[src/rtl/sfc_pkg.sv]
`timescale 1ns / 1ps
// ----------------------------------------------------------------------------
// sfc_pkg
// Shared types and constants of the sync-framed Fletcher packet checker.
// ----------------------------------------------------------------------------
package sfc_pkg;

  localparam int unsigned MaxPacketBytesDef = 1024;
  localparam int unsigned PacketLenW        = 11;
  localparam int unsigned CheckW            = 16;
  localparam int unsigned CfgIdxW           = 1;

  localparam logic [7:0] SyncFirstRst  = 8'd117;
  localparam logic [7:0] SyncSecondRst = 8'd101;

  localparam logic [CfgIdxW-1:0] RegSyncFirst  = 1'b0;
  localparam logic [CfgIdxW-1:0] RegSyncSecond = 1'b1;

  typedef enum logic [1:0] {
    VerdictGood     = 2'd0,
    VerdictMismatch = 2'd1,
    VerdictShort    = 2'd2,
    VerdictLong     = 2'd3
  } verdict_e;

  typedef struct packed {
    verdict_e              verdict;
    logic [PacketLenW-1:0] packet_length;
    logic [CheckW-1:0]     computed_check;
    logic [CheckW-1:0]     received_check;
  } result_t;

endpackage

[src/rtl/sync_framed_fletcher_checker_unit.sv]
`timescale 1ns / 1ps
// ----------------------------------------------------------------------------
// sync_framed_fletcher_checker_unit
// Splits a byte stream into sync-framed packets and checks the Fletcher-style
// checksum (sums modulo 256) carried in the last two bytes of each packet.
//
//   Channel | Direction | Handshake                 | Beat
//   in      | input     | in_valid_i / in_stall_o   | data_byte_i
//   out     | output    | out_valid_o / out_stall_i | verdict, length, checks
//   cfg     | input     | cfg_valid_i / cfg_ready_o | cfg_index_i, cfg_data_i
//
// One input beat is taken every cycle while in_stall_o is low; the framing
// state updates in the cycle of acceptance; a closing verdict is registered.
// Two result registers (output and skid) let input continue while a verdict
// waits; in_stall_o rises only when both are full.
// Reset is asynchronous and active low; the sync bytes return to 'u' and 'e'.
// ----------------------------------------------------------------------------
module sync_framed_fletcher_checker_unit #(
  parameter int unsigned MAX_PACKET_BYTES = sfc_pkg::MaxPacketBytesDef
) (
  input  logic                              clk_i,
  input  logic                              rst_ni,
  input  logic                              in_valid_i,
  output logic                              in_stall_o,
  input  logic [7:0]                        data_byte_i,
  output logic                              out_valid_o,
  input  logic                              out_stall_i,
  output sfc_pkg::verdict_e                 verdict_o,
  output logic [sfc_pkg::PacketLenW-1:0]    packet_length_o,
  output logic [sfc_pkg::CheckW-1:0]        computed_check_o,
  output logic [sfc_pkg::CheckW-1:0]        received_check_o,
  input  logic                              cfg_valid_i,
  output logic                              cfg_ready_o,
  input  logic [sfc_pkg::CfgIdxW-1:0]       cfg_index_i,
  input  logic [7:0]                        cfg_data_i
);
  import sfc_pkg::*;

  localparam int unsigned CntW = $clog2(MAX_PACKET_BYTES + 2);
  localparam int unsigned LenW = (CntW > PacketLenW) ? CntW : PacketLenW;
  localparam logic [CntW-1:0] CntMax = CntW'(MAX_PACKET_BYTES);
  localparam logic [CntW-1:0] CntSat = CntW'(MAX_PACKET_BYTES + 1);

  typedef struct packed {
    logic [CntW-1:0] cnt;
    logic [7:0]      sum_a;
    logic [7:0]      sum_b;
    logic [7:0]      last;
    logic [7:0]      second_last;
  } pkt_state_t;

  function automatic pkt_state_t take_byte(pkt_state_t s, logic [7:0] b);
    pkt_state_t r;
    r = s;
    if (s.cnt >= CntW'(2)) begin
      r.sum_a = s.sum_a + s.second_last;
      r.sum_b = s.sum_b + r.sum_a;
    end
    r.second_last = s.last;
    r.last        = b;
    if (s.cnt < CntSat) begin
      r.cnt = s.cnt + CntW'(1);
    end
    return r;
  endfunction

  logic [7:0] sync_first_q, sync_second_q;
  logic       pending_q, pending_d;
  pkt_state_t st_q, st_d;

  logic       in_acc, close, pop;
  result_t    res;
  logic       short_pkt, long_pkt;
  logic [CntW-1:0] len_cnt;
  logic [LenW-1:0] len_ext;

  result_t    out_q, skid_q;
  logic       out_valid_q, skid_valid_q;

  assign cfg_ready_o = 1'b1;

  always_ff @(posedge clk_i or negedge rst_ni) begin
    if (!rst_ni) begin
      sync_first_q  <= SyncFirstRst;
      sync_second_q <= SyncSecondRst;
    end else if (cfg_valid_i && cfg_ready_o) begin
      unique case (cfg_index_i)
        RegSyncFirst:  sync_first_q  <= cfg_data_i;
        RegSyncSecond: sync_second_q <= cfg_data_i;
        default: ;
      endcase
    end
  end

  assign in_acc = in_valid_i && !in_stall_o;
  assign close  = pending_q && (data_byte_i == sync_second_q) && (st_q.cnt != '0);

  always_comb begin
    st_d      = st_q;
    pending_d = pending_q;
    if (pending_q) begin
      if (close) begin
        st_d = '0;
      end
      st_d = take_byte(st_d, sync_first_q);
    end
    if (data_byte_i == sync_first_q) begin
      pending_d = 1'b1;
    end else begin
      pending_d = 1'b0;
      st_d      = take_byte(st_d, data_byte_i);
    end
  end

  always_comb begin
    short_pkt = st_q.cnt < CntW'(2);
    long_pkt  = st_q.cnt > CntMax;
    len_cnt   = long_pkt ? CntMax : st_q.cnt;
    len_ext   = LenW'(len_cnt);
    res.packet_length  = len_ext[PacketLenW-1:0];
    res.computed_check = short_pkt ? '0 : {st_q.sum_a, st_q.sum_b};
    res.received_check = short_pkt ? '0 : {st_q.second_last, st_q.last};
    priority if (short_pkt) begin
      res.verdict = VerdictShort;
    end else if (long_pkt) begin
      res.verdict = VerdictLong;
    end else if (res.computed_check != res.received_check) begin
      res.verdict = VerdictMismatch;
    end else begin
      res.verdict = VerdictGood;
    end
  end

  always_ff @(posedge clk_i or negedge rst_ni) begin
    if (!rst_ni) begin
      pending_q <= 1'b0;
      st_q      <= '0;
    end else if (in_acc) begin
      pending_q <= pending_d;
      st_q      <= st_d;
    end
  end

  // The output register takes a new verdict when empty or drained this cycle;
  // otherwise the verdict parks in the skid register.
  assign pop = out_valid_q && !out_stall_i;

  always_ff @(posedge clk_i or negedge rst_ni) begin
    if (!rst_ni) begin
      out_valid_q  <= 1'b0;
      skid_valid_q <= 1'b0;
    end else if (skid_valid_q) begin
      if (pop) begin
        skid_valid_q <= 1'b0;
      end
    end else if (in_acc && close) begin
      if (out_valid_q && !pop) begin
        skid_valid_q <= 1'b1;
      end else begin
        out_valid_q <= 1'b1;
      end
    end else if (pop) begin
      out_valid_q <= 1'b0;
    end
  end

  always_ff @(posedge clk_i) begin
    if (skid_valid_q) begin
      if (pop) begin
        out_q <= skid_q;
      end
    end else if (in_acc && close) begin
      if (out_valid_q && !pop) begin
        skid_q <= res;
      end else begin
        out_q <= res;
      end
    end
  end

  assign in_stall_o       = skid_valid_q;
  assign out_valid_o      = out_valid_q;
  assign verdict_o        = out_q.verdict;
  assign packet_length_o  = out_q.packet_length;
  assign computed_check_o = out_q.computed_check;
  assign received_check_o = out_q.received_check;

endmodule

[config.mk]
export PLATFORM = sky130hd
export DESIGN_NAME = sync_framed_fletcher_checker_unit
export DESIGN_NICKNAME = d
export VERILOG_FILES = /design/src/rtl/sfc_pkg.sv /design/src/rtl/sync_framed_fletcher_checker_unit.sv
export SDC_FILE = /design/constraint.sdc
export NUM_CORES = 1
export LEC_CHECK = 0
export ABC_AREA = 0
export BUFFER_PORTS_ARGS = -buffer_cell sky130_fd_sc_hd__buf_4
export CORE_MARGIN = 4
export CORE_UTILIZATION = 40
export DETAILED_ROUTE_END_ITERATION = 8
export HOLD_SLACK_MARGIN = 0.12
export SYNTH_ARGS = -nofsm -noshare
export SYNTH_HDL_FRONTEND = slang
export SYNTH_SLANG_ARGS = --single-unit
export TNS_END_PERCENT = 50
[constraint.sdc]
create_clock -name clk_i -period 7.1 [get_ports clk_i]
set_input_delay 1.065 -clock clk_i [delete_from_list [all_inputs] [get_ports clk_i]]
set_output_delay 1.065 -clock clk_i [all_outputs]
set_load 0.02 [all_outputs]
# Word-level counts from Yosys, hierarchy flattened
# Index checks and enable logic that the tools add are counted.
[totals]
out_inout_bits = 48
inputBits = 22
elab_cells = 81
register_bits = 152
[classes]
n_eq_ne = 6
n_bitwise = 2
add_sub_neg = 6
magnitude_cmp = 6
reduce_logical = 17
mux = 26
[ops]
columns = ["cell", "n"]
rows = [
  ["$mux W45", 4],
  ["$mux W43", 4],
  ["$mux W16", 4],
  ["$mux W11", 3],
  ["$add A8 B8 Y8", 4],
  ["$add A11 B1 Y11 const B", 2],
  ["$ge A11 B2 Y1 const B", 2],
  ["$lt A11 B11 Y1 const B", 2],
  ["$eq A8 B8 Y1", 2],
  ["$ne A16 B16 Y1", 1],
  ["$gt A11 B11 Y1 const B", 1],
  ["$lt A11 B2 Y1 const B", 1],
  ["$reduce_bool A11 Y1", 1],
  ["$mux W1", 9],
  ["$reduce_and A3 Y1", 3],
  ["$logic_and A1 B1 Y1", 6],
  ["$ne A2 B2 Y1 const B", 3],
  ["$mux W2", 2],
  ["$reduce_and A2 Y1", 2],
  ["$reduce_bool A2 Y1", 2],
  ["$logic_not A1 Y1", 3],
  ["$not A1 Y1", 2],
]

# Logic depth before layout (Yosys ltp)
[logic_depth]
ltp_word = 13
mapped_depth = 29
depth_no_buf = 27

# Worst setup path after synthesis
# No wires, ideal clock.
[synth_path]
path_type = "input to register"
from = "in data_byte_i[5]"
to = "reg out_q, in the netlist computed_check_o[0] (enable)"
path_slack_ps = 615
required_ps = 6584
setup_ps = 516
n_path_buf = 2
arrival_time_ps = 5969
cell_stages = 7
path_cell_list = "xnor2_1 -> nand3_2 -> nor4b_2 -> clkbuf_1 -> clkbuf_1 -> nand2_1 -> a21boi_0"
[synth_via]
elab_chain_len = 6
[synth_lines]
columns = ["item", "line_no", "text"]
rows = [
  ["start, declared", "sync_framed_fletcher_checker_unit.sv:25", "input logic [7:0] data_byte_i,"],
  ["$eq A8 B8 Y1", "sync_framed_fletcher_checker_unit.sv:96", "assign close = pending_q && (data_byte_i == sync_second_q) && (st_q.cnt != '0);"],
  ["$logic_and A1 B1 Y1 (2 in a row)", "sync_framed_fletcher_checker_unit.sv:96", ""],
  ["$logic_and A1 B1 Y1", "sync_framed_fletcher_checker_unit.sv:172", "end else if (in_acc && close) begin"],
  ["$reduce_bool A2 Y1 (no source line)", "-", ""],
  ["$reduce_and A3 Y1 (no source line)", "-", ""],
  ["end signal, assigned", "sync_framed_fletcher_checker_unit.sv:170", "out_q <= skid_q;"],
  ["end signal, assigned", "sync_framed_fletcher_checker_unit.sv:176", "out_q <= res;"],
  ["end, declared", "sync_framed_fletcher_checker_unit.sv:77", "result_t out_q, skid_q;"],
]
# Every way passes these cells.
# A chain may end at the register's enable or synchronous reset.

# Worst setup path in the final report
[layout_path]
from = "in data_byte_i[1]"
to = "reg st_q[23] (netlist bit)"
[layout_via]
elab_chain_len = 12
word_cells_on_any_way = 19
[layout_lines]
columns = ["item", "line_no", "text"]
rows = [
  ["$eq A8 B8 Y1", "sync_framed_fletcher_checker_unit.sv:96", ""],
  ["$logic_and A1 B1 Y1 (2 in a row)", "sync_framed_fletcher_checker_unit.sv:96", ""],
  ["$mux W43", "sync_framed_fletcher_checker_unit.sv:102", "if (close) begin"],
  ["$mux W43", "sync_framed_fletcher_checker_unit.sv:101", "if (pending_q) begin"],
  ["$ge A11 B2 Y1 or $add A8 B8 Y8 (tied branches)", "sync_framed_fletcher_checker_unit.sv:55, sync_framed_fletcher_checker_unit.sv:56", ""],
  ["$mux W16 or $add A8 B8 Y8 (tied branches)", "sync_framed_fletcher_checker_unit.sv:55, sync_framed_fletcher_checker_unit.sv:57", ""],
  ["$mux W43 or $mux W16 (tied branches)", "sync_framed_fletcher_checker_unit.sv:101, sync_framed_fletcher_checker_unit.sv:55", ""],
  ["$add A8 B8 Y8 or $mux W43 (tied branches)", "sync_framed_fletcher_checker_unit.sv:56, sync_framed_fletcher_checker_unit.sv:101", ""],
  ["$add A8 B8 Y8", "sync_framed_fletcher_checker_unit.sv:57", "r.sum_b = s.sum_b + r.sum_a;"],
  ["$mux W16", "sync_framed_fletcher_checker_unit.sv:55", "if (s.cnt >= CntW'(2)) begin"],
  ["$mux W43 (*)", "sync_framed_fletcher_checker_unit.sv:107", "if (data_byte_i == sync_first_q) begin"],
  ["end signal, assigned", "sync_framed_fletcher_checker_unit.sv:140", "st_q <= st_d;"],
  ["end, declared", "sync_framed_fletcher_checker_unit.sv:69", "pkt_state_t st_q, st_d;"],
]
# Mark *: on every way between the ends. The rest lies on a longest branch, timed or not. The select of a mux whose other input is x is not followed.

==> results.cfg <==
[pwr]
vdd_ir_drop_max_mv = 0.193
total_leakage_power_nw = 4.13
p_switching_mw = 1.46
switching_share = 0.382
cellPowerDensity_mw_per_mm2 = 366
pwr-share-seq = 0.317
power_frac_comb = 0.447
clockPowerShare = 0.236
internal-power_mw = 2.36
power_mw = 3.81

[detailed_routing]
routed_via_density = 5.40
wire_per_inst_um = 18.4
first_pass_iters = 5
dr.first_iter.drc_count = 447
wl_mm = 22.7
dr_total_vias = 6644
antenna_left = 0
drc = 0

[layout]
drive_gt1_frac = 0.198
num-fill-cells = 2046
antenna_cells = 0
multi_input_comb_area_mm2 = 0.00446
area_delta_synth_final_pct = 15.6
nets = 997
register_area_mm2 = 0.00427

[grt]
grt_pass1_wl_mm = 35.7
grt_max_degree = 69
track_usage = 0.184
antenna_found_initial = 0
overflow = 0
grt_pass1_vias = 6454

[run]
drv_cap = 0

[timing]
maxSlewHeadroom = 0.438
min_period_ns = 6.45
setup_viol = 0
final_max_slew_viol_count = 0
finalHoldViolCount = 0
setup_tns_ns = 0
rsz0062_at_grt = false
worstMarginPinSlew_ns = 0.843
fin_skew_ns = 0.00789
setup_slack_ns = 0.654
fmax_mhz = 155
fin_crit_sh = 0.908

[placed_design]
dp_hpwl_mm = 16.5
io_buffers = 68
place_ws_ns = 0.292
gp_congestion = 0.933

[logic_synthesis]
ys_ff_latch = 152
synth_fp_nets = 936
synth-edff-count = 90
synth_area_per_cell_um2 = 10.3
synth_cell_types = 66
syn_inst = 877
async_flop_share = 0.408
synth.cell_area_mm2 = 0.00902
seq_area_frac_synth = 0.473
synthFlopType = edfxtp_1
yosysWarnings = 0

[cts]
cts_num_sinks = 152
worstSkewPairLatency_ns = 0.43
h-tree-depth = 4
cts_buffers = 17
cts_hold_buf = 0
post-cts-setup-buffers = 0
cts_resized = 0
clockRootBuffer = clkbuf_16
cts_tree = yes
clk_pin_slew_ns = 0.07
clk_path_buf_depth = 2

[floorplan]
die_w_um = 158
dieArea_mm2 = 0.0250
initial_core_util = 0.410
io_pins = 70
rows = 54
die_h_um = 158
core_area_mm2 = 0.0220

[critical_path]
cp.required_ns = 7.47
critPathArrivalTime_ns = 6.82
worstSetupPathType = in -> reg
slowest_delay_ns = 0.63
end_kind = register
critPathMaxFanout = 12
worst_setup_path_start_kind = input port
critPathSlowestCell = nor2_1

[status]
outcome = finished clean

[worst_hold_path]
holdCritPathClass = reg -> reg
[final timing paths]
kind | from | endpoint | slack, ns | depth (start not counted)
max in group asynchronous | rst_ni | in_stall_o | 5.77 | 1
max reg2reg | sync_second_q[6] | st_q[23] | 0.94 | 28
max | data_byte_i[1] | st_q[23] | 0.65 | 29
min | st_q[2] | st_q[2] | 0.53 | 2
min reg2reg | st_q[2] | st_q[2] | 0.53 | 2
min in group asynchronous | rst_ni | sync_first_q[7] | 0.73 | 1
[flip-flops by register name, summed over array words and instances, names as in the netlist]
register / cells
out_valid_o: 1
sync_first_q: 8
st_q: 43
pending_q: 1
computed_check_o: 16
verdict_o: 2
in_stall_o: 1
skid_q: 45
sync_second_q: 8
packet_length_o: 11
received_check_o: 16
[cell families after synthesis]
family,Yosys count,synth area share
AND/OR/NAND/NOR,292,0.159
AO/OA/AOI/OAI,174,0.123
flip-flops,152,0.473
buffers and inverters,80,0.0361
multiplexers,75,0.0899
XOR/XNOR,66,0.0641
adder cells (fa/ha/maj),37,0.0546
other,1,0.000416
[metal layers]
metal | track usage | vias up | share of wire
met5 | 0 | - | 0
li1 | - | 3259 | -
met4 | 0.0585 | 0 | 0.019
met1 | 0.257 | 3194 | 0.46
met2 | 0.294 | 161 | 0.47
met3 | 0.0295 | 30 | 0.045
[metrics by stage]
step / utilization / area, um2 / instances / hold slack, ns
after floorplan: - / 9020 / 877 / 0.471
after global placement: 0.447 / 9860 / 1199 / 0.498
after detailed placement: 0.447 / 9860 / 1199 / 0.509
after CTS: 0.473 / 10400 / 1230 / 0.525
after global routing: 0.473 / 10400 / 1230 / 0.545
final: 0.473 / 10400 / 1230 / 0.529
[placed cells by master, fill, tap and decap left out, types with 33 or more instances in the layout]
cell type    n
o21ai_0     58
a21oi_1     34
mux2_2      47
edfxtp_1    90
buf_4       85
dfrtp_1     52
ha_1        33
inv_1       37
xnor2_1     47
nand2_1    100
nor2_1      59
[cells in the mapped netlist, types with 4 or more instances]
library cell | count | area share
ha_1 | 33 | 0.046
or3_1 | 6 | 0.0042
edfxtp_1 | 90 | 0.30
nor2_1 | 60 | 0.025
a22o_1 | 7 | 0.0068
dfstp_2 | 9 | 0.026
a21o_1 | 8 | 0.0067
and2_1 | 29 | 0.020
or2_2 | 5 | 0.0035
o31ai_1 | 13 | 0.011
clkbuf_1 | 34 | 0.014
a221oi_1 | 4 | 0.0039
o22ai_1 | 13 | 0.0090
nand2b_1 | 4 | 0.0028
xnor2_1 | 47 | 0.046
fa_1 | 4 | 0.0089
o21ai_0 | 58 | 0.032
dfrtp_1 | 53 | 0.15
xor2_1 | 19 | 0.018
o21bai_1 | 4 | 0.0033
mux2i_1 | 27 | 0.030
nand4_1 | 9 | 0.0062
nor3_1 | 13 | 0.0072
nand3_1 | 12 | 0.0067
a21oi_1 | 34 | 0.019
o211ai_1 | 4 | 0.0033
mux2_2 | 47 | 0.059
nor2b_1 | 28 | 0.019
inv_1 | 37 | 0.015
nand2_1 | 100 | 0.042
nor4_1 | 9 | 0.0062
[worst max-delay path: cells and delay by family]
kind | cells | cell delay [ns]
AND/OR/NAND/NOR | 11 | 2.50
adder cells (fa/ha/maj) | 4 | 1.09
AO/OA/AOI/OAI | 6 | 0.81
XOR/XNOR | 3 | 0.54
buffers and inverters | 4 | 0.49
multiplexers | 1 | 0.32
[power groups by stage]
stage / clock network, mW / registers (mW) / logic (mW)
4_1_cts: 0.914 / 1.21 / 1.71
3_5_place_dp: 0 / 1.22 / 1.69
3_3_place_gp: 0 / 1.23 / 1.66
6_report: 0.899 / 1.21 / 1.70
2_1_floorplan: 0 / 1.14 / 1.36
5_1_grt: 0.951 / 1.22 / 1.90
[final cells by class]
type | count | share of cell area
Timing Repair Buffer | 85 | 0.0612
Sequential cell | 152 | 0.409
Multi-Input combinational cell | 645 | 0.428
Inverter | 37 | 0.0133
Clock buffer | 18 | 0.0412
Clock inverter | 13 | 0.0138
Tap cell | 280 | 0.0336
Power figures use the tool's default switching activity.
